[src/sv/scic_pkg.sv]
package scic_pkg;

    localparam int LINE_CAPACITY_DEF = 64;
    localparam int STRIP_PIXELS      = 8;

    localparam int CFG_IDX_W  = 2;
    localparam int CFG_DATA_W = 20;

    localparam logic [CFG_IDX_W-1:0] CFG_TIMEOUT  = 2'd0;
    localparam logic [CFG_IDX_W-1:0] CFG_WARM     = 2'd1;
    localparam logic [CFG_IDX_W-1:0] CFG_HOT      = 2'd2;
    localparam logic [CFG_IDX_W-1:0] CFG_MAX_TEMP = 2'd3;

    localparam logic [19:0] TIMEOUT_RST  = 20'd5000;
    localparam logic [7:0]  WARM_RST     = 8'd26;
    localparam logic [7:0]  HOT_RST      = 8'd37;
    localparam logic [7:0]  MAX_TEMP_RST = 8'd125;

    localparam logic [19:0] IDLE_MAX       = 20'hFFFFF;
    localparam logic [7:0]  LOW_TEMP_LIMIT = 8'd40;
    localparam logic [8:0]  INT_SAT        = 9'd511;
    localparam logic [7:0]  WHOLE_SAT      = 8'd255;

    localparam logic [8:0] PWM_FULL = 9'd255;
    localparam logic [8:0] PWM_HIGH = 9'd200;
    localparam logic [8:0] PWM_MID  = 9'd150;
    localparam logic [8:0] PWM_LOW  = 9'd100;

    localparam logic [3:0] LIT_FULL = 4'(STRIP_PIXELS);
    localparam logic [3:0] LIT_HIGH = 4'd6;
    localparam logic [3:0] LIT_MID  = 4'd4;
    localparam logic [3:0] LIT_LOW  = 4'd2;
    localparam logic [3:0] LIT_MIN  = 4'd1;

    localparam logic [7:0] CH_LF    = 8'h0A;
    localparam logic [7:0] CH_CR    = 8'h0D;
    localparam logic [7:0] CH_SPACE = 8'h20;
    localparam logic [7:0] CH_TILDE = 8'h7E;
    localparam logic [7:0] CH_PLUS  = 8'h2B;
    localparam logic [7:0] CH_COMMA = 8'h2C;
    localparam logic [7:0] CH_MINUS = 8'h2D;
    localparam logic [7:0] CH_DOT   = 8'h2E;
    localparam logic [7:0] CH_ZERO  = 8'h30;
    localparam logic [7:0] CH_ONE   = 8'h31;
    localparam logic [7:0] CH_NINE  = 8'h39;
    localparam logic [7:0] CH_COLON = 8'h3A;
    localparam logic [7:0] CH_A     = 8'h41;
    localparam logic [7:0] CH_F     = 8'h46;
    localparam logic [7:0] CH_O     = 8'h4F;
    localparam logic [7:0] CH_P     = 8'h50;
    localparam logic [7:0] CH_S     = 8'h53;
    localparam logic [7:0] CH_T     = 8'h54;

    localparam logic [3:0] LAMP_NONE = 4'b0000;
    localparam logic [3:0] LAMP_G    = 4'b0001;
    localparam logic [3:0] LAMP_Y    = 4'b0010;
    localparam logic [3:0] LAMP_R    = 4'b0100;
    localparam logic [3:0] LAMP_B    = 4'b1000;

    localparam logic [1:0] MODE_DARK = 2'd0;
    localparam logic [1:0] MODE_BAR  = 2'd1;
    localparam logic [1:0] MODE_RED  = 2'd2;

    typedef enum logic [4:0] {
        PH_LEAD  = 5'b00001,
        PH_SIGN  = 5'b00010,
        PH_DIGIT = 5'b00100,
        PH_FRAC  = 5'b01000,
        PH_DONE  = 5'b10000
    } phase_t;

    typedef struct packed {
        logic [19:0] timeout_ticks;
        logic [7:0]  warm_threshold;
        logic [7:0]  hot_threshold;
        logic [7:0]  max_valid_temp;
    } cfg_t;

    typedef struct packed {
        logic       overflowed;
        logic       len_nz;
        logic       len_ge2;
        logic       len_ge3;
        logic [7:0] p0;
        logic [7:0] p1;
        logic [7:0] p2;
        logic       comma_seen;
        logic [8:0] int_accum;
        logic       int_negative;
        logic [7:0] temp_whole;
        logic       temp_frac_nonzero;
        logic       temp_negative;
    } line_info_t;

    typedef struct packed {
        logic       alarm_active;
        logic       strip_refresh;
        logic [3:0] strip_lit;
        logic [1:0] strip_mode;
        logic       buzzer_on;
        logic       red_lamp;
        logic       yellow_lamp;
        logic       green_lamp;
    } result_t;

endpackage

[src/sv/serial_command_indicator_controller.sv]
// Serial command indicator controller.
// Input stream s_*: one item per received UART byte (s_tuser = 0, byte in
// s_tdata) or per time tick (s_tuser = 1). Every item gives exactly one
// result item on m_*: lamp and buzzer levels, strip mode and lit count, a
// strip refresh flag and the alarm flag, as they stand after that item.
// Configuration: cfg_valid/cfg_ready with cfg_index and cfg_data; index 0
// timeout ticks, 1 warm threshold, 2 hot threshold, 3 max valid temperature.
// cfg_ready is always high; write only while no item is in flight.
// An item is registered at the input, then evaluated combinationally into
// the output register, from which its result shows on m_*. Throughput: one
// item per cycle while m_tready is high, set by the single evaluation stage
// between the input register and the output register.
// When m_tready is low the result holds; the input register still takes one
// more item, and s_tready drops only while both registers are full.
// Reset clears the line, alarm, idle count, m_tvalid and lamp/strip state (not
// m_tdata), restores cfg defaults; the block accepts items right after reset.
module serial_command_indicator_controller #(
    parameter int LINE_CAPACITY = scic_pkg::LINE_CAPACITY_DEF
) (
    input  logic                               clk,
    input  logic                               rst_n,
    input  logic                               s_tvalid,
    output logic                               s_tready,
    input  logic [7:0]                         s_tdata,   // rx_byte[7:0]
    input  logic [0:0]                         s_tuser,   // action[0]
    output logic                               m_tvalid,
    input  logic                               m_tready,
    // green_lamp[0], yellow_lamp[1], red_lamp[2], buzzer_on[3], strip_mode[5:4],
    // strip_lit[9:6], strip_refresh[10], alarm_active[11], zero fill[15:12]
    output logic [15:0]                        m_tdata,
    input  logic                               cfg_valid,
    output logic                               cfg_ready,
    input  logic [scic_pkg::CFG_IDX_W-1:0]     cfg_index,
    input  logic [scic_pkg::CFG_DATA_W-1:0]    cfg_data
);
    import scic_pkg::*;

    logic       in_valid_reg, in_valid_next;
    logic       in_action_reg;
    logic [7:0] in_byte_reg;
    logic       out_valid_reg, out_valid_next;
    result_t    out_reg;
    cfg_t       cfg_reg, cfg_next;

    logic       out_free;
    logic       fire;
    logic       s_accept;
    line_info_t info;
    result_t    res;

    assign out_free  = !out_valid_reg || m_tready;
    assign fire      = in_valid_reg && out_free;
    assign s_tready  = !in_valid_reg || out_free;
    assign s_accept  = s_tvalid && s_tready;
    assign cfg_ready = 1'b1;
    assign m_tvalid  = out_valid_reg;
    assign m_tdata   = {4'b0000, out_reg};

    always_comb
    begin
        in_valid_next = s_accept ? 1'b1 : (fire ? 1'b0 : in_valid_reg);
        out_valid_next = fire ? 1'b1 : (m_tready ? 1'b0 : out_valid_reg);

        cfg_next = cfg_reg;
        if (cfg_valid)
        begin
            case (cfg_index)
                CFG_TIMEOUT:  cfg_next.timeout_ticks  = cfg_data;
                CFG_WARM:     cfg_next.warm_threshold = cfg_data[7:0];
                CFG_HOT:      cfg_next.hot_threshold  = cfg_data[7:0];
                CFG_MAX_TEMP: cfg_next.max_valid_temp = cfg_data[7:0];
                default:      cfg_next = cfg_reg;
            endcase
        end
    end

    scic_line_parser #(
        .LINE_CAPACITY (LINE_CAPACITY)
    ) u_parser (
        .clk     (clk),
        .rst_n   (rst_n),
        .fire    (fire),
        .action  (in_action_reg),
        .rx_byte (in_byte_reg),
        .info    (info)
    );

    scic_indicator_ctrl u_ctrl (
        .clk     (clk),
        .rst_n   (rst_n),
        .fire    (fire),
        .action  (in_action_reg),
        .rx_byte (in_byte_reg),
        .info    (info),
        .cfg     (cfg_reg),
        .res     (res)
    );

    always_ff @(posedge clk or negedge rst_n)
    begin
        if (!rst_n)
        begin
            in_valid_reg  <= 1'b0;
            out_valid_reg <= 1'b0;
            cfg_reg       <= '{timeout_ticks:  TIMEOUT_RST,
                               warm_threshold: WARM_RST,
                               hot_threshold:  HOT_RST,
                               max_valid_temp: MAX_TEMP_RST};
        end
        else
        begin
            in_valid_reg  <= in_valid_next;
            out_valid_reg <= out_valid_next;
            cfg_reg       <= cfg_next;
        end
    end

    always_ff @(posedge clk)
    begin
        if (s_accept)
        begin
            in_action_reg <= s_tuser[0];
            in_byte_reg   <= s_tdata;
        end
        if (fire)
        begin
            out_reg <= res;
        end
    end

endmodule

[src/sv/scic_line_parser.sv]
module scic_line_parser #(
    parameter int LINE_CAPACITY = scic_pkg::LINE_CAPACITY_DEF
) (
    input  logic                  clk,
    input  logic                  rst_n,
    input  logic                  fire,
    input  logic                  action,
    input  logic [7:0]            rx_byte,
    output scic_pkg::line_info_t  info
);
    import scic_pkg::*;

    localparam int LEN_W = $clog2(LINE_CAPACITY);
    localparam logic [LEN_W-1:0] LEN_LAST = LEN_W'(LINE_CAPACITY - 1);

    logic [LEN_W-1:0] len_reg, len_next;
    logic             ovf_reg, ovf_next;
    logic [2:0][7:0]  prefix_reg, prefix_next;
    phase_t           phase_reg, phase_next;
    logic             comma_reg, comma_next;
    logic [8:0]       iacc_reg, iacc_next;
    logic             ineg_reg, ineg_next;
    logic [7:0]       tw_reg, tw_next;
    logic             tfr_reg, tfr_next;
    logic             tneg_reg, tneg_next;

    logic        is_eol;
    logic        is_print;
    logic        is_digit;
    logic        is_sign;
    logic        pre_num;
    logic [3:0]  dval;
    logic [12:0] iacc_mul;
    logic [11:0] tw_mul;
    logic        do_int;
    logic        do_flt;
    logic        pre_s;
    logic        pre_p;
    logic        pre_t;

    always_comb
    begin
        is_eol   = !action && (rx_byte == CH_LF || rx_byte == CH_CR);
        is_print = !action && rx_byte >= CH_SPACE && rx_byte <= CH_TILDE;
        is_digit = rx_byte >= CH_ZERO && rx_byte <= CH_NINE;
        is_sign  = rx_byte == CH_PLUS || rx_byte == CH_MINUS;
        pre_num  = phase_reg == PH_LEAD || phase_reg == PH_SIGN || phase_reg == PH_DIGIT;
        dval     = 4'(rx_byte - CH_ZERO);
        iacc_mul = 13'(iacc_reg) * 13'd10 + 13'(dval);
        tw_mul   = 12'(tw_reg) * 12'd10 + 12'(dval);
        pre_s    = prefix_reg[0] == CH_S && prefix_reg[1] == CH_COLON;
        pre_p    = prefix_reg[0] == CH_P && prefix_reg[1] == CH_COLON;
        pre_t    = prefix_reg[0] == CH_T && prefix_reg[1] == CH_COLON;

        len_next    = len_reg;
        ovf_next    = ovf_reg;
        prefix_next = prefix_reg;
        phase_next  = phase_reg;
        comma_next  = comma_reg;
        iacc_next   = iacc_reg;
        ineg_next   = ineg_reg;
        tw_next     = tw_reg;
        tfr_next    = tfr_reg;
        tneg_next   = tneg_reg;
        do_int      = 1'b0;
        do_flt      = 1'b0;

        if (fire && (is_eol || (is_print && !ovf_reg && len_reg >= LEN_LAST)))
        begin
            // drop the line; overflow marks it, line end clears the mark
            ovf_next    = !is_eol;
            len_next    = '0;
            prefix_next = '0;
            phase_next  = PH_LEAD;
            comma_next  = 1'b0;
            iacc_next   = '0;
            ineg_next   = 1'b0;
            tw_next     = '0;
            tfr_next    = 1'b0;
            tneg_next   = 1'b0;
        end
        else if (fire && is_print && !ovf_reg)
        begin
            if (len_reg < LEN_W'(3))
            begin
                prefix_next[len_reg[1:0]] = rx_byte;
            end
            len_next = len_reg + 1'b1;
            if (len_reg >= LEN_W'(2))
            begin
                if (pre_s)
                begin
                    if (comma_reg)
                    begin
                        do_flt = 1'b1;
                    end
                    else if (rx_byte == CH_COMMA)
                    begin
                        comma_next = 1'b1;
                        phase_next = PH_LEAD;
                    end
                    else
                    begin
                        do_int = 1'b1;
                    end
                end
                else if (pre_p)
                begin
                    do_int = 1'b1;
                end
                else if (pre_t)
                begin
                    do_flt = 1'b1;
                end
            end

            if (do_int)
            begin
                if (phase_reg == PH_LEAD && rx_byte == CH_SPACE)
                begin
                    phase_next = phase_reg;
                end
                else if (phase_reg == PH_LEAD && is_sign)
                begin
                    ineg_next  = rx_byte == CH_MINUS;
                    phase_next = PH_SIGN;
                end
                else if (pre_num && is_digit)
                begin
                    iacc_next  = (iacc_mul > 13'(INT_SAT)) ? INT_SAT : iacc_mul[8:0];
                    phase_next = PH_DIGIT;
                end
                else
                begin
                    phase_next = PH_DONE;
                end
            end

            if (do_flt)
            begin
                if (phase_reg == PH_LEAD && rx_byte == CH_SPACE)
                begin
                    phase_next = phase_reg;
                end
                else if (phase_reg == PH_LEAD && is_sign)
                begin
                    tneg_next  = rx_byte == CH_MINUS;
                    phase_next = PH_SIGN;
                end
                else if (pre_num && is_digit)
                begin
                    tw_next    = (tw_mul > 12'(WHOLE_SAT)) ? WHOLE_SAT : tw_mul[7:0];
                    phase_next = PH_DIGIT;
                end
                else if (pre_num && rx_byte == CH_DOT)
                begin
                    phase_next = PH_FRAC;
                end
                else if (phase_reg == PH_FRAC && is_digit)
                begin
                    tfr_next = tfr_reg || (rx_byte != CH_ZERO);
                end
                else
                begin
                    phase_next = PH_DONE;
                end
            end
        end
    end

    always_ff @(posedge clk or negedge rst_n)
    begin
        if (!rst_n)
        begin
            len_reg    <= '0;
            ovf_reg    <= 1'b0;
            prefix_reg <= '0;
            phase_reg  <= PH_LEAD;
            comma_reg  <= 1'b0;
            iacc_reg   <= '0;
            ineg_reg   <= 1'b0;
            tw_reg     <= '0;
            tfr_reg    <= 1'b0;
            tneg_reg   <= 1'b0;
        end
        else
        begin
            len_reg    <= len_next;
            ovf_reg    <= ovf_next;
            prefix_reg <= prefix_next;
            phase_reg  <= phase_next;
            comma_reg  <= comma_next;
            iacc_reg   <= iacc_next;
            ineg_reg   <= ineg_next;
            tw_reg     <= tw_next;
            tfr_reg    <= tfr_next;
            tneg_reg   <= tneg_next;
        end
    end

    always_comb
    begin
        info.overflowed        = ovf_reg;
        info.len_nz            = len_reg != '0;
        info.len_ge2           = len_reg >= LEN_W'(2);
        info.len_ge3           = len_reg >= LEN_W'(3);
        info.p0                = prefix_reg[0];
        info.p1                = prefix_reg[1];
        info.p2                = prefix_reg[2];
        info.comma_seen        = comma_reg;
        info.int_accum         = iacc_reg;
        info.int_negative      = ineg_reg;
        info.temp_whole        = tw_reg;
        info.temp_frac_nonzero = tfr_reg;
        info.temp_negative     = tneg_reg;
    end

endmodule

[src/sv/scic_indicator_ctrl.sv]
module scic_indicator_ctrl (
    input  logic                 clk,
    input  logic                 rst_n,
    input  logic                 fire,
    input  logic                 action,
    input  logic [7:0]           rx_byte,
    input  scic_pkg::line_info_t info,
    input  scic_pkg::cfg_t       cfg,
    output scic_pkg::result_t    res
);
    import scic_pkg::*;

    logic        alarm_reg, alarm_next;
    logic [19:0] idle_reg, idle_next;
    logic [3:0]  lamp_reg, lamp_next;
    logic [1:0]  mode_reg, mode_next;
    logic [3:0]  lit_reg, lit_next;
    logic        refresh;

    logic        is_eol;
    logic [8:0]  pwm;
    logic [3:0]  pwm_lit;
    logic [7:0]  tw;
    logic        tneg;
    logic        warm;
    logic        hot;
    logic [3:0]  temp_lamps;
    logic        cmd_off;
    logic        cmd_a1;
    logic        cmd_a0;
    logic        cmd_s;
    logic        cmd_p;
    logic        cmd_t;

    always_comb
    begin
        is_eol = !action && (rx_byte == CH_LF || rx_byte == CH_CR);

        pwm = info.int_negative ? 9'd0 : info.int_accum;
        if (pwm >= PWM_FULL)
        begin
            pwm_lit = LIT_FULL;
        end
        else if (pwm >= PWM_HIGH)
        begin
            pwm_lit = LIT_HIGH;
        end
        else if (pwm >= PWM_MID)
        begin
            pwm_lit = LIT_MID;
        end
        else if (pwm >= PWM_LOW)
        begin
            pwm_lit = LIT_LOW;
        end
        else
        begin
            pwm_lit = LIT_MIN;
        end

        tw   = info.temp_whole;
        tneg = 1'b0;
        if (info.temp_negative && (tw != 8'd0 || info.temp_frac_nonzero))
        begin
            if (tw > LOW_TEMP_LIMIT || (tw == LOW_TEMP_LIMIT && info.temp_frac_nonzero))
            begin
                tw = 8'd0;
            end
            else
            begin
                tneg = 1'b1;
            end
        end
        else if (tw > cfg.max_valid_temp
                 || (tw == cfg.max_valid_temp && info.temp_frac_nonzero))
        begin
            tw = 8'd0;
        end
        warm = !tneg && tw >= cfg.warm_threshold;
        hot  = !tneg && tw >= cfg.hot_threshold;
        if (!warm)
        begin
            temp_lamps = LAMP_G;
        end
        else if (!hot)
        begin
            temp_lamps = LAMP_G | LAMP_Y;
        end
        else
        begin
            temp_lamps = LAMP_G | LAMP_Y | LAMP_R;
        end

        cmd_off = (info.len_ge3 && info.p0 == CH_O && info.p1 == CH_F && info.p2 == CH_F)
                  || info.p0 == CH_ZERO;
        cmd_a1  = info.len_ge3 && info.p0 == CH_A && info.p1 == CH_COLON && info.p2 == CH_ONE;
        cmd_a0  = info.len_ge3 && info.p0 == CH_A && info.p1 == CH_COLON && info.p2 == CH_ZERO;
        cmd_s   = info.len_ge2 && info.p0 == CH_S && info.p1 == CH_COLON;
        cmd_p   = info.len_ge2 && info.p0 == CH_P && info.p1 == CH_COLON;
        cmd_t   = info.len_ge2 && info.p0 == CH_T && info.p1 == CH_COLON;

        alarm_next = alarm_reg;
        idle_next  = idle_reg;
        lamp_next  = lamp_reg;
        mode_next  = mode_reg;
        lit_next   = lit_reg;
        refresh    = 1'b0;

        if (fire && action)
        begin
            if (idle_reg != IDLE_MAX)
            begin
                idle_next = idle_reg + 1'b1;
            end
            if (alarm_reg && idle_next > cfg.timeout_ticks)
            begin
                alarm_next = 1'b0;
                lamp_next  = LAMP_NONE;
                mode_next  = MODE_DARK;
                lit_next   = 4'd0;
                refresh    = 1'b1;
            end
        end
        else if (fire && is_eol)
        begin
            idle_next = '0;
            if (!info.overflowed && info.len_nz)
            begin
                if (cmd_off)
                begin
                    alarm_next = 1'b0;
                    lamp_next  = LAMP_NONE;
                    mode_next  = MODE_DARK;
                    lit_next   = 4'd0;
                    refresh    = 1'b1;
                end
                else if (cmd_a1)
                begin
                    alarm_next = 1'b1;
                    lamp_next  = LAMP_G | LAMP_Y | LAMP_R | LAMP_B;
                    mode_next  = MODE_RED;
                    lit_next   = 4'd0;
                    refresh    = 1'b1;
                end
                else if (cmd_a0)
                begin
                    alarm_next = 1'b0;
                    lamp_next  = LAMP_G;
                    mode_next  = MODE_DARK;
                    lit_next   = 4'd0;
                    refresh    = 1'b1;
                end
                else if (!alarm_reg)
                begin
                    if (cmd_s)
                    begin
                        if (info.comma_seen)
                        begin
                            mode_next = MODE_BAR;
                            lit_next  = pwm_lit;
                            lamp_next = temp_lamps;
                            refresh   = 1'b1;
                        end
                    end
                    else if (cmd_p)
                    begin
                        mode_next = MODE_BAR;
                        lit_next  = pwm_lit;
                        refresh   = 1'b1;
                    end
                    else if (cmd_t)
                    begin
                        lamp_next = temp_lamps;
                    end
                end
            end
        end

        res.green_lamp    = lamp_next[0];
        res.yellow_lamp   = lamp_next[1];
        res.red_lamp      = lamp_next[2];
        res.buzzer_on     = lamp_next[3];
        res.strip_mode    = mode_next;
        res.strip_lit     = lit_next;
        res.strip_refresh = refresh;
        res.alarm_active  = alarm_next;
    end

    always_ff @(posedge clk or negedge rst_n)
    begin
        if (!rst_n)
        begin
            alarm_reg <= 1'b0;
            idle_reg  <= '0;
            lamp_reg  <= LAMP_NONE;
            mode_reg  <= MODE_DARK;
            lit_reg   <= '0;
        end
        else
        begin
            alarm_reg <= alarm_next;
            idle_reg  <= idle_next;
            lamp_reg  <= lamp_next;
            mode_reg  <= mode_next;
            lit_reg   <= lit_next;
        end
    end

endmodule

[config.mk]
export PLATFORM = sky130hd
export DESIGN_NAME = serial_command_indicator_controller
export DESIGN_NICKNAME = d
export VERILOG_FILES = /design/src/sv/scic_pkg.sv /design/src/sv/serial_command_indicator_controller.sv /design/src/sv/scic_line_parser.sv /design/src/sv/scic_indicator_ctrl.sv
export SDC_FILE = /design/constraint.sdc
export NUM_CORES = 1
export LEC_CHECK = 0
export BUFFER_PORTS_ARGS = -buffer_cell sky130_fd_sc_hd__buf_2
export CAP_MARGIN = 10
export CORE_AREA = 4 4 188 190
export DETAILED_ROUTE_END_ITERATION = 7
export DIE_AREA = 0 0 192 194
export HOLD_SLACK_MARGIN = 0.05
export PLACE_DENSITY = 0.58
export SLEW_MARGIN = 20
export SYNTH_ARGS = -nofsm -noshare
export SYNTH_HDL_FRONTEND = slang
export SYNTH_HIERARCHICAL = 1
export SYNTH_SLANG_ARGS = --single-unit
export TNS_END_PERCENT = 20
[constraint.sdc]
create_clock -name clk -period 3.8 [get_ports clk]
set_clock_uncertainty 0.1 [all_clocks]
set_input_delay 0.38 -clock clk [delete_from_list [all_inputs] [get_ports clk]]
set_output_delay 0.38 -clock clk [all_outputs]
set_load 0.03 [all_outputs]
Yosys cells after proc, flatten, opt, wreduce, memory -nomap -nowiden
Index checks and enable logic that the tools add are counted.

storage, ports and cells
  memory bits (read-only) = 0
  output and inout port bits = 19
  memory bits (writable) = 0
  register bits after elaboration = 155
  bits in latches = 0
  memories kept = 0

cells by class
  shift-type cells = 0
  mux-type cells = 145
  reduce and logical (&&, ||, !) cells = 87
  divide/modulo/power cells = 0
  multipliers = 2
  order comparisons = 21
  eq/ne operators = 34
  bitwise operators = 0
  $add $sub $neg = 5

operators by type and width
  cell                     count
  $mux W4                  27
  $mux W8                  11
  $eq A8 B6 Y1 const B     10
  $mux W20                 4
  $mux W5                  16
  $mux W24                 3
  $mux W9                  8
  $mux W1                  59
  $eq A8 B7 Y1 const B     7
  $logic_and A1 B1 Y1      42
  $ge A9 B8 Y1 const B     3
  $bwmux W24               1
  $mux W2                  12
  $reduce_bool A2 Y1       12
  $add A20 B1 Y20 const B  1
  $gt A20 B20 Y1           1
  $ne A20 B20 Y1 const B   1
  $demux W8 S2             1
  $eq A8 B4 Y1 const B     2
  $ge A8 B6 Y1 const B     2
  $ge A8 B8 Y1             2
  $add A13 B4 Y13          1
  $gt A13 B9 Y1 const B    1
  $add A12 B4 Y12          1
  37 further kinds         66

Logic depth before layout (Yosys ltp)
Gate-level depths: netlist (run 1).

  word-level depth = 19
  depth in mapped cells = 18
  gate-level depth less buffers = 17

Hierarchy
Netlist (run 1), hierarchy kept.

by module, submodules not included
  module                               cells an instance  area an instance (um^2)  instances
  scic_line_parser                     455                4078.9                   1
  scic_indicator_ctrl                  445                3430.8                   1
  serial_command_indicator_controller  130                2456.1                   1

Worst setup path after synthesis (run 1)
OpenSTA, ideal clock, no wires.

  path kind = reg-to-reg
  start point = reg u_ctrl.idle_reg[6]
  end point = reg out_reg (netlist bit m_tdata[9]) (data pin)
  stages on the path, launching flop included = 18
  clock period less this slack = 3.793 ns
  buffers on the path = 3
  library setup time = 0.260 ns
  arrival = 3.433 ns
  path slack = 0.007 ns
  data required time = 3.440 ns
  cell sequence = dfrtp_1 -> buf_2 -> and4_1 -> and3_1 -> clkbuf_1 -> a31oi_1 -> and3_1 -> clkbuf_1 -> nand3_1 -> xnor2_1 -> ha_1 -> nand4_1 -> nor4_1 -> o21ai_0 -> o2111ai_1 -> nand4_1 -> o21a_1 -> a22o_1

RTL lines
  what                    line                                        text
  from (decl)             scic_indicator_ctrl.sv:14                   logic [19:0] idle_reg, idle_next;
  from (signal assigned)  scic_indicator_ctrl.sv:202                  idle_reg <= idle_next;
  to (signal assigned)    serial_command_indicator_controller.sv:127  out_reg <= res;
  to (decl)               serial_command_indicator_controller.sv:42   result_t out_reg;

==> results of run 1 <==
## worst reg2reg max path, delay by kind of cell, from the launching register on
family / cells / cell delay (ns)
simple gates: 7 / 1.53
compound gates: 4 / 0.68
flops: 1 / 0.40
fa+ha+maj: 1 / 0.31
buf+inv: 1 / 0.20
xor+xnor: 1 / 0.15
## metrics by stage
stage          total power [mW]  hold slack [ns]  setup TNS (ns)  std cells  setup WS (ns)
2_1_floorplan             2.900         -0.01559               0       1033       0.006546
3_3_place_gp              3.214           0.3649               0       1525        0.09182
3_5_place_dp              3.237           0.3766        -0.08675       1525       -0.06656
4_1_cts                   4.918          0.05968               0       1568        0.05060
5_1_grt                   5.183          0.06330         -0.1286       1570       -0.04986
6_report                  4.885          0.07973               0       1570         0.2048
## logic make-up (layout without fill, tap and decap cells)
| kind of cell | count (synthesis) | in the layout |
|---|---|---|
| AOI/OAI and AO/OA | 241 | 241 |
| and+or+nand+nor | 353 | 353 |
| muxes | 51 | 51 |
| xor gates and xnor gates | 36 | 36 |
| buffers and inverters | 107 | 196 |
| DFF | 155 | 155 |
| other | 2 | 5 |
| adders and majority gates | 85 | 85 |
## worst max-delay path by stage
stage,startpoint,endpoint,slack (ns),depth (start not counted)
CTS,u_ctrl/idle_reg[9],m_tdata[9],0.05,14
global placement,u_ctrl/idle_reg[9],m_tdata[9],0.09,14
finish,u_ctrl/idle_reg[5],m_tdata[4],0.20,14
floorplan,u_ctrl/idle_reg[6],m_tdata[9],0.007,17
detailed placement,u_ctrl/idle_reg[9],m_tdata[9],-0.07,14
global route,u_parser/tw_reg[0],m_tdata[2],-0.05,12
## power by group through the flow
stage | sequential [mW] | clock (mW) | combinational (mW)
3_3_place_gp | 2.21 | 0 | 1.00
5_1_grt | 2.23 | 1.77 | 1.17
6_report | 2.20 | 1.66 | 1.03
3_5_place_dp | 2.22 | 0 | 1.02
2_1_floorplan | 2.17 | 0 | 0.730
4_1_cts | 2.19 | 1.69 | 1.03
## metal layers
layer  wire length [um]  vias up
met4                415        0
met5                  0        -
met3               1104       37
li1                   -     3910
met1              11990     3881
met2              11740      208
## what timing repair did
| item | CTS | global route |
|---|---|---|
| gates resized for setup | 2 | 20 |
| setup endpoints to repair | 4 | 21 |
| setup buffers | 0 | 2 |
| hold buffers | 11 | 0 |
| pin swaps | 0 | 4 |
| gates cloned | 0 | 0 |
| endpoints found under the hold margin | 84 | 0 |
## area by class of cell
| type | instances | area (um2) |
|---|---|---|
| Fill cell | 3345 | 21800 |
| Multi-Input combinational cell | 771 | 5578 |
| Sequential cell | 155 | 4008 |
| Timing Repair Buffer | 105 | 711.9 |
| Tap cell | 448 | 560.5 |
| Clock buffer | 20 | 467.9 |
| Inverter | 59 | 221.5 |
| Clock inverter | 12 | 100.1 |
## cell usage after synthesis, drive strengths merged, types with 5 or more instances
library cell / count / area share (%)
nor4: 13 / 0.82
a21oi: 66 / 3.3
o31ai: 7 / 0.53
nand4: 20 / 1.3
or3: 5 / 0.31
nand3: 46 / 2.4
mux2: 47 / 5.3
and2: 10 / 0.63
o21ai: 67 / 3.4
xnor2: 21 / 1.8
inv: 59 / 2.2
a211oi: 9 / 0.68
ha: 81 / 10
nor2b: 12 / 0.75
a21o: 11 / 0.83
nand3b: 6 / 0.53
and3b: 5 / 0.44
buf: 26 / 1.8
or4: 5 / 0.41
edfxtp: 21 / 6.3
a31oi: 19 / 1.5
and3: 12 / 0.75
dfstp: 18 / 4.7
nor3: 18 / 0.95
o21a: 7 / 0.53
nor2: 72 / 2.7
or2: 8 / 0.50
dfrtp: 116 / 29
nand2: 79 / 3.0
xor2: 15 / 1.3
clkbuf: 22 / 0.83
nand2b: 10 / 0.63
nor3b: 6 / 0.57
and4: 10 / 0.88
o211ai: 7 / 0.58
==> impl_results.md, run 1 <==
- Status: finished clean
- Critical Path, Cell by Cell: nand3_2 > or2_2 > a31oi_2 > and3_1 > nand3_1 > xnor2_1 > ha_1 > nand4_1 > nor4_4 > o21ai_1 > o2111ai_2 > nand4_1 > buf_4 > a32o_1
- Async SR Flop Fraction: 86.45%
- Clock root cell: clkbuf_16
- # rows: 67
- Layout cells sized above 1: 20.41%
- Main flop type after synthesis: dfrtp_1
- Largest net degree at the start of global routing: 91
- Mapped Area: 0.009966 mm2
- PwrDens: approximately 420 mW/mm2
- Hold Fails Final Rpt: 0
- Routability congestion estimate: around 0.86
- Final core utilization: between 30% and 40%
- Starting Density: 29.79%
- Crit path max-delay family: simple AND/OR/NAND/NOR gates
- Post-synthesis mux area share: just under 6%
- Setup crit end kind: register
- Sequential share of the synthesized area: 40.20%
- YS warnings: 6
- Net load switching power: 1.559 mW
- Congestion Overflow GR: 0
- Measured slew at the worst slew-check pin: 0.9984 ns
- CP bufs+invs: 1
- Fin. max-slew vios: 0
- R2R setup slack: 0.20 ns
- Combinational power share: 21.1%
- DRT iter0 DRCs: 580
- Vias: 8,036
- Detailed placement HPWL: 18,490 um
- Reg2reg end: m_tdata[4]
- Initial antenna violation count: 0
- Max_cap viols: 0
- Most common cell after layout, fill and taps aside: dfrtp_1
- Critical Path Source Type: register
- CP Data Required Time: 3.89 ns
- Most frequent cells in the layout: dfrtp_1 (115), ha_1 (81), nand2_1 (79)
- Largest family of logic cells by synthesized area: simple AND/OR/NAND/NOR gates
- Worst reg-to-reg path cell count: 14
- Max frequency: 278.2 MHz
- Internal power: 3.326 mW
- DRT Pass-1 Iters: 6
- Die Span X: 192 um
- Core ar.: around 0.033 mm2
- Clock Tree Buf Depth: 2
- Synth Area in Compound Gates: between 10% and 20%
- DRT antenna net count: 0
- Total Routed Length: 25,250 um
- Met3 usage: 2.521%
- H-tree Lvls: 4
- Synthesis-to-layout area growth: 16.87%
- # diodes: 0
- Max reg flops: 44
- Hold Path Depth: 2
- Routed WL per cell: 16.08 um
- Crit path largest cell delay: roughly 0.4 ns
- Number of enable flip-flop cells after synthesis: 21
- CTS Buf Count: 17
- Via-to-Cell Ratio: 5.118
- Area after DPL: 0.01086 mm2
- Sequential share of power: around 45%
- XOR/XNOR Fraction of Synth Area: 3.164%
- Crit-path most repeated cell: nand4_1
- Global-route usage over all layers: 13.70%
- First-pass GRT wire length: 41,460 um
- Peak VDD IR: 0.0003429 V
- Met1 Use GR: between 10% and 20%
- Period utilisation layout: about 95%
- Clock power share: between 30% and 40%
- Final net count: 1,230
- TritonCTS clock tree: built
- # port buffers: 49
- Number of global-route vias before repair: 7,908
- # IOs: 55
- Synthesized instance count: 1,030
- Die Footprint: ~0.037 mm2
- Lkg Pwr: 5.224 nW
- Sw frac: 31.91%
- Synth Area per Inst: 9.676 um2
- DRC: 0
- Busiest grt layer: met2
- Met2 usage: 21.56%
- Arrival time at the worst endpoint: 3.68 ns
- Register bit total from synthesis: between 150 and 200
- TritonCTS Sinks: 155
- Slew headroom: 33.37%
- Die H: 194 um
- Endpoints failing setup: 0
- Synth cell types: 84
- Synth Area in Adders: 10.97%
- CTS clk-pin slew, worst paths: 0.07 ns
- Worst skew pair latency: 0.44 ns
- Minimum clock period: approximately 3.6 ns
- Slowest CP cell: dfrtp_1
- Worst r2r src: u_ctrl/idle_reg[5]
- WHS Endpoint: cfg_reg[38]
- Critical-path maximum fanout: 6
- Synth Area in Simple Gates: 19.28%
- Worst Hold Class: in -> reg
- Hold_sp: cfg_data[14]
- Post-route cell area: ~0.012 mm2
- WS Path Type: reg -> reg
(Power assumes the default switching activity.)
==> inputs of run 2 (changes only) <==
SETUP_SLACK_MARGIN = 0.3   (was default)
==> run 2 against run 1 <==
Non-clock buffer count rose by 7; register-to-register slack improved by 0.03 ns; first-iteration DRC count fell by 16%; worst setup slack improved by 0.030 ns; die area did not move; combinational power rose by 7%; highest routed layer unchanged; maximum frequency rose by 0.85%; critical endpoint is now m_tdata[2].
==> impl_results.md, run 2 (same netlist as run 1, synthesis figures left out) <==
- Die Span X: 192 um (unchanged)
- Unrepaired setup endpoints after global routing: true
- Lkg Pwr: 5.279 nW (was 5.224 nW)
- Hold Fails Final Rpt: 0 (unchanged)
- Die H: 194 um (unchanged)
- Setup crit end kind: register (unchanged)
- Final net count: 1,237 (was 1,230)
- DRT Pass-1 Iters: 5 (was 6)
- DRT antenna net count: 0 (unchanged)
- Largest net degree at the start of global routing: 88 (was 91)
- Net load switching power: 1.601 mW (was 1.559 mW)
- Max frequency: 280.5 MHz (was 278.2 MHz)
- Fillers: 3,364 (was 3,345)
- # IOs: 55 (unchanged)
- Period utilisation layout: 93.81% (was 94.61%)
- Clock power share: 33.0% (was 33.9%)
- Congestion Overflow GR: 0 (unchanged)
- Starting Density: 29.79% (unchanged)
- # port buffers: 49 (unchanged)
- Slew headroom: 31.92% (was 33.37%)
- Final core utilization: 35.85% (was 34.82%)
- Measured slew at the worst slew-check pin: 1.020 ns (was 0.9984 ns)
- DRT iter0 DRCs: 488 (was 580)
- Sequential share of power: 44.7% (was 45.0%)
- TritonCTS Sinks: 155 (unchanged)
- WS Path Type: reg -> reg (unchanged)
- Detailed placement HPWL: 18,370 um (was 18,490 um)
- Peak VDD IR: 0.0003635 V (was 0.0003429 V)
- Vias: 8,059 (was 8,036)
- Area after DPL: 0.01084 mm2 (was 0.01086 mm2)
- Routability congestion estimate: 0.8298 (was 0.8628)
- Clock Tree Buf Depth: 2 (unchanged)
- Final setup TNS: 0 ns (unchanged)
- Max reg flops: 44 (unchanged)
- Internal power: 3.309 mW (was 3.326 mW)
- PwrDens: 409.4 mW/mm2 (was 419.4 mW/mm2)
- Status: finished clean (unchanged)
- Die Footprint: 0.03725 mm2 (unchanged)
- Synthesis-to-layout area growth: 20.34% (was 16.87%)
- Number of global-route vias before repair: 7,981 (was 7,908)
- CP Data Required Time: 3.89 ns (about the same)
- DRC: 0 (unchanged)
- Most common cell after layout, fill and taps aside: dfrtp_1 (unchanged)
- Most frequent cells in the layout: dfrtp_1 (110), nand2_1 (79), ha_1 (73) (was dfrtp_1 (115), ha_1 (81), nand2_1 (79))
- Layout cells sized above 1: 24.62% (was 20.41%)
- Post-route cell area: 0.01199 mm2 (was 0.01165 mm2)
- Endpoints failing setup: 0 (unchanged)
- Minimum clock period: 3.565 ns (was 3.595 ns)
- Max_cap viols: 0 (unchanged)
- Critical Path Source Type: register (unchanged)
- Worst skew pair latency: 0.44 ns (about the same)
- Core ar.: 0.03345 mm2 (unchanged)
- Critical-path maximum fanout: 5 (was 6)
- H-tree Lvls: 4 (unchanged)
- TritonCTS clock tree: built (unchanged)
- Routed WL per cell: 16.27 um (was 16.08 um)
- Fin. max-slew vios: 0 (unchanged)
- Worst Hold Class: in -> reg (unchanged)
- Arrival time at the worst endpoint: 3.65 ns (was 3.68 ns)
- Initial antenna violation count: 0 (unchanged)
- Combinational power share: 22.4% (was 21.1%)
- Sw frac: 32.61% (was 31.91%)
- # diodes: 0 (unchanged)
- Total Routed Length: 25,650 um (was 25,250 um)
- CTS clk-pin slew, worst paths: 0.07 ns (about the same)
- Global-route usage over all layers: 13.66% (was 13.70%)
- # rows: 67 (unchanged)
- Clock root cell: clkbuf_16 (unchanged)
- First-pass GRT wire length: 41,490 um (was 41,460 um)
- Via-to-Cell Ratio: 5.110 (was 5.118)
- CTS Buf Count: 17 (unchanged)
run 2: path summary, 6_finish.rpt:
path,start,end,slack (ns),cells after the start
worst min-delay path,cfg_data[12],cfg_reg[36],0.08,2
max in group asynchronous,rst_n,cfg_reg[13],2.30,3
worst max register to register,cfg_reg[4],m_tdata[2],0.24,14
worst max-delay path,cfg_reg[4],m_tdata[2],0.24,14
min in group asynchronous,rst_n,cfg_reg[7],0.50,2
worst min register to register,u_ctrl/lit_reg[1],u_ctrl/lit_reg[1],0.38,1
run 2: area by class of cell:
| cell class | instances | area, um2 | share of cell area (%) |
|---|---|---|---|
| repair buffers | 112 | 768.2 | 6.406 |
| clock inverters | 15 | 132.6 | 1.106 |
| flip-flops and latches | 155 | 4014 | 33.47 |
| well taps | 448 | 560.5 | 4.674 |
| inverters | 59 | 221.5 | 1.847 |
| multi-input cells | 771 | 5871 | 48.95 |
| clock buffers | 17 | 425.4 | 3.547 |
run 2: repair_timing:
item | CTS | global route
endpoints found under the setup margin | 27 | 33
setup buffers | 9 | 9
endpoints found under the hold margin | 81 | 0
resized for setup | 27 | 50
hold buffers | 11 | 0
pin swaps | 9 | 28
run 2: worst max-delay path: stages (launching register included):
cell	delay, ns
dfstp_2	0.54
inv_2	0.05
ha_4	0.24
and4_4	0.20
a221oi_4	0.27
a31oi_2	0.15
a21oi_2	0.23
nor2_4	0.11
nor2b_4	0.17
ha_1	0.28
a2111oi_2	0.42
a21oi_2	0.12
a21oi_1	0.15
a311oi_1	0.07
a31o_1	0.22
run 2: power by group through the flow:
stage	clock network (mW)	registers (mW)	logic [mW]
global placement	0	2.21	0.997
finish	1.62	2.19	1.10
detailed placement	0	2.22	1.01
floorplan	0	2.17	0.732
global route	1.74	2.24	1.23
CTS	1.66	2.19	1.04
run 2: through the flow:
step	std cells	hold slack (ns)	worst slack (ns)	total power, mW
floorplan	1033	-0.01559	0.3085	2.902
global placement	1516	0.3691	0.1552	3.209
detailed placement	1516	0.3731	0.07579	3.236
CTS	1568	0.06280	0.2746	4.900
global route	1577	0.05456	0.04732	5.213
finish	1577	0.08443	0.2351	4.910
run 2: routing by layer:
metal | share of wire (%) | wire (um) | GRT usage, %
met1 | 47 | 12160 | 19.04
met2 | 47 | 11940 | 21.64
met5 | 0 | 0 | 0
met4 | 1.5 | 393 | 3.249
met3 | 4.5 | 1157 | 3.061
==> inputs of run 3 (changes only) <==
--- a/config.mk
+++ b/config.mk
@@ -12,4 +12,5 @@
 export DIE_AREA = 0 0 192 194
 export HOLD_SLACK_MARGIN = 0.05
+export MAX_ROUTING_LAYER = met4
 export PLACE_DENSITY = 0.58
 export SETUP_SLACK_MARGIN = 0.3
==> constraint.sdc (replaced) <==
create_clock -name clk -period 3.8 [get_ports clk]
set_clock_uncertainty 0.1 [all_clocks]
set_input_delay 0.38 -clock clk [delete_from_list [all_inputs] [get_ports clk]]
set_output_delay 0.38 -clock clk [all_outputs]
set_load 0.005 [all_outputs]
==> run 3 against run 2 <==
Design area is the same; largest power group unchanged; worst hold slack lost 0.0015 ns; maximum frequency is essentially flat; utilization is the same; routed wire length grew 0.15%; via count shrank 0.17%; worst setup slack is essentially flat; global-route usage grew 0.40 points; sequential share of layout area is the same; power shrank 0.49%; first-iteration DRC count shrank 0.61%; register-to-register slack is essentially flat.
==> impl_results.md, run 3 (same netlist as run 1, synthesis figures left out) <==
- Status: finished clean (unchanged)
- Fillers: 3,364 (unchanged)
- Minimum clock period: 3.565 ns (about the same)
- Internal power: 3.309 mW (about the same)
- Worst r2r src: cfg_reg[4] (unchanged)
- Die Footprint: 0.03725 mm2 (unchanged)
- R2R setup slack: 0.24 ns (about the same)
- Number of global-route vias before repair: 7,992 (was 7,981)
- Reg area: 0.004014 mm2 (unchanged)
- Reg2reg end: m_tdata[2] (unchanged)
- Arrival time at the worst endpoint: 3.65 ns (about the same)
- Most common cell after layout, fill and taps aside: dfrtp_1 (unchanged)
- Total Routed Length: 25,690 um (was 25,650 um)
- Lkg Pwr: 5.279 nW (unchanged)
- Sequential share of power: 44.9% (was 44.7%)
- Routability congestion estimate: 0.8424 (was 0.8298)
- Starting Density: 29.79% (unchanged)
- Vias: 8,045 (was 8,059)
- Max frequency: 280.5 MHz (about the same)
- WHS Endpoint: cfg_reg[36] (unchanged)
- WS Path Type: reg -> reg (unchanged)
- Detailed placement HPWL: 18,370 um (unchanged)
- Die H: 194 um (unchanged)
- Peak VDD IR: 0.0003648 V (was 0.0003635 V)
- # IOs: 55 (unchanged)
- Fin. max-slew vios: 0 (unchanged)
- Layout cells sized above 1: 24.62% (unchanged)
- Slew headroom: 31.98% (was 31.92%)
- Worst reg-to-reg path cell count: 14 (unchanged)
- PwrDens: 407.4 mW/mm2 (was 409.4 mW/mm2)
- DRT iter0 DRCs: 485 (was 488)
- Critical-path maximum fanout: 5 (unchanged)
- Die Span X: 192 um (unchanged)
- Setup crit end kind: register (unchanged)
- Critical Path Source Type: register (unchanged)
- Core ar.: 0.03345 mm2 (unchanged)
- Multi-input logic area: 0.005871 mm2 (unchanged)
- Combinational power share: 22.0% (was 22.4%)
- DRT antenna net count: 0 (unchanged)
- Hold Path Depth: 2 (unchanged)
- Unrepaired setup endpoints after global routing: true (unchanged)
- Largest net degree at the start of global routing: 88 (unchanged)
- Global-route usage over all layers: 14.06% (was 13.66%)
- Post-Place Cells: 1,516 (unchanged)
- DRC: 0 (unchanged)
- Congestion Overflow GR: 0 (unchanged)
- Endpoints failing setup: 0 (unchanged)
- Synthesis-to-layout area growth: 20.34% (unchanged)
- Hold_sp: cfg_data[12] (unchanged)
- Period utilisation layout: 93.81% (about the same)
- Non-filler cells, final: 1,577 (unchanged)
- Clock root cell: clkbuf_16 (unchanged)
- Hold Fails Final Rpt: 0 (unchanged)
- Max_cap viols: 0 (unchanged)
- Worst Hold Class: in -> reg (unchanged)
- Routed WL per cell: 16.29 um (was 16.27 um)
- Clock power share: 33.1% (was 33.0%)
- # rows: 67 (unchanged)
- H-tree Lvls: 4 (unchanged)
- Most frequent cells in the layout: dfrtp_1 (110), nand2_1 (79), ha_1 (73) (unchanged)
- # diodes: 0 (unchanged)
- Final net count: 1,237 (unchanged)
- Measured slew at the worst slew-check pin: 1.019 ns (was 1.020 ns)
- Worst skew pair latency: 0.44 ns (about the same)
- CTS Buf Count: 17 (unchanged)
- CP Data Required Time: 3.89 ns (about the same)
- Hold_ws: 0.08295 ns (was 0.08443 ns)
- Via-to-Cell Ratio: 5.101 (was 5.110)
- First-pass GRT wire length: 41,480 um (was 41,490 um)
- Clock Tree Buf Depth: 2 (unchanged)
- TritonCTS clock tree: built (unchanged)
- Initial antenna violation count: 0 (unchanged)
- Final setup TNS: 0 ns (unchanged)
- CTS clk-pin slew, worst paths: 0.07 ns (about the same)
- Sw frac: 32.28% (was 32.61%)
- Max reg flops: 44 (unchanged)
- TritonCTS Sinks: 155 (unchanged)
- # port buffers: 49 (unchanged)
- Net load switching power: 1.577 mW (was 1.601 mW)
- DRT Pass-1 Iters: 5 (unchanged)
[run 3: cell counts in the layout (fill, tap and decap cells not counted)]
Identical to the previous run, type by type.
[run 3: worst max-delay path, stage by stage, from the launching register on]
cell and delay, ns:
dfstp_2 0.54, inv_2 0.05, ha_4 0.24, and4_4 0.20, a221oi_4 0.27, a31oi_2 0.15, a21oi_2 0.23, nor2_4 0.11
nor2b_4 0.17, ha_1 0.28, a2111oi_2 0.42, a21oi_2 0.12, a21oi_1 0.15, a311oi_1 0.07, a31o_1 0.22
[run 3: through the flow]
step	power [mW]	instance area (um2)	worst slack [ns]	utilization, %
detailed placement	3.212	10840	0.07579	32.41
global placement	3.185	10840	0.1552	32.41
global route	5.190	11990	0.04732	35.85
floorplan	2.878	10030	0.3085	-
finish	4.886	11990	0.2354	35.85
CTS	4.876	11690	0.2746	34.93
[run 3: layout make-up]
cell class,count,area share [%]
well taps,448,4.674
clock inverters,15,1.106
repair buffers,112,6.406
inverters,59,1.847
multi-input cells,771,48.95
flip-flops and latches,155,33.47
clock buffers,17,3.547
[run 3: how the worst max path moves through the flow]
stage,from,endpoint,slack (ns)
after CTS,u_parser/iacc_reg[1],u_parser/iacc_reg[8],0.27
after global routing,u_ctrl/idle_reg[15],m_tdata[3],0.05
after floorplan,u_ctrl/idle_reg[6],m_tdata[9],0.31
final,cfg_reg[4],m_tdata[2],0.24
after detailed placement,u_ctrl/idle_reg[0],m_tdata[9],0.08
after global placement,cfg_reg[4],m_tdata[2],0.16
[run 3: power groups by stage]
stage,Clock (mW),Sequential (mW),Combinational (mW)
after floorplan,0,2.15,0.725
after global placement,0,2.21,0.974
after detailed placement,0,2.22,0.990
after CTS,1.66,2.19,1.02
after global routing,1.74,2.24,1.21
final,1.62,2.19,1.07
[run 3: per-layer routing]
metal	routed length [um]	part of all wire (%)	up-vias	global-route usage (%)
met5	0	0	-	-
met4	384	1.5	0	3.249
met3	1232	4.8	25	3.061
met2	11930	46	183	21.68
met1	12150	47	3890	19.00
li1	-	-	3947	-
[run 3: repair_timing]
| action | CTS | global route |
|---|---|---|
| setup buffers | 9 | 9 |
| hold buffers | 11 | 0 |
| pin swaps | 9 | 28 |
| endpoints found under the hold margin | 81 | 0 |
| gates resized for setup | 27 | 50 |
| endpoints found under the setup margin | 27 | 33 |
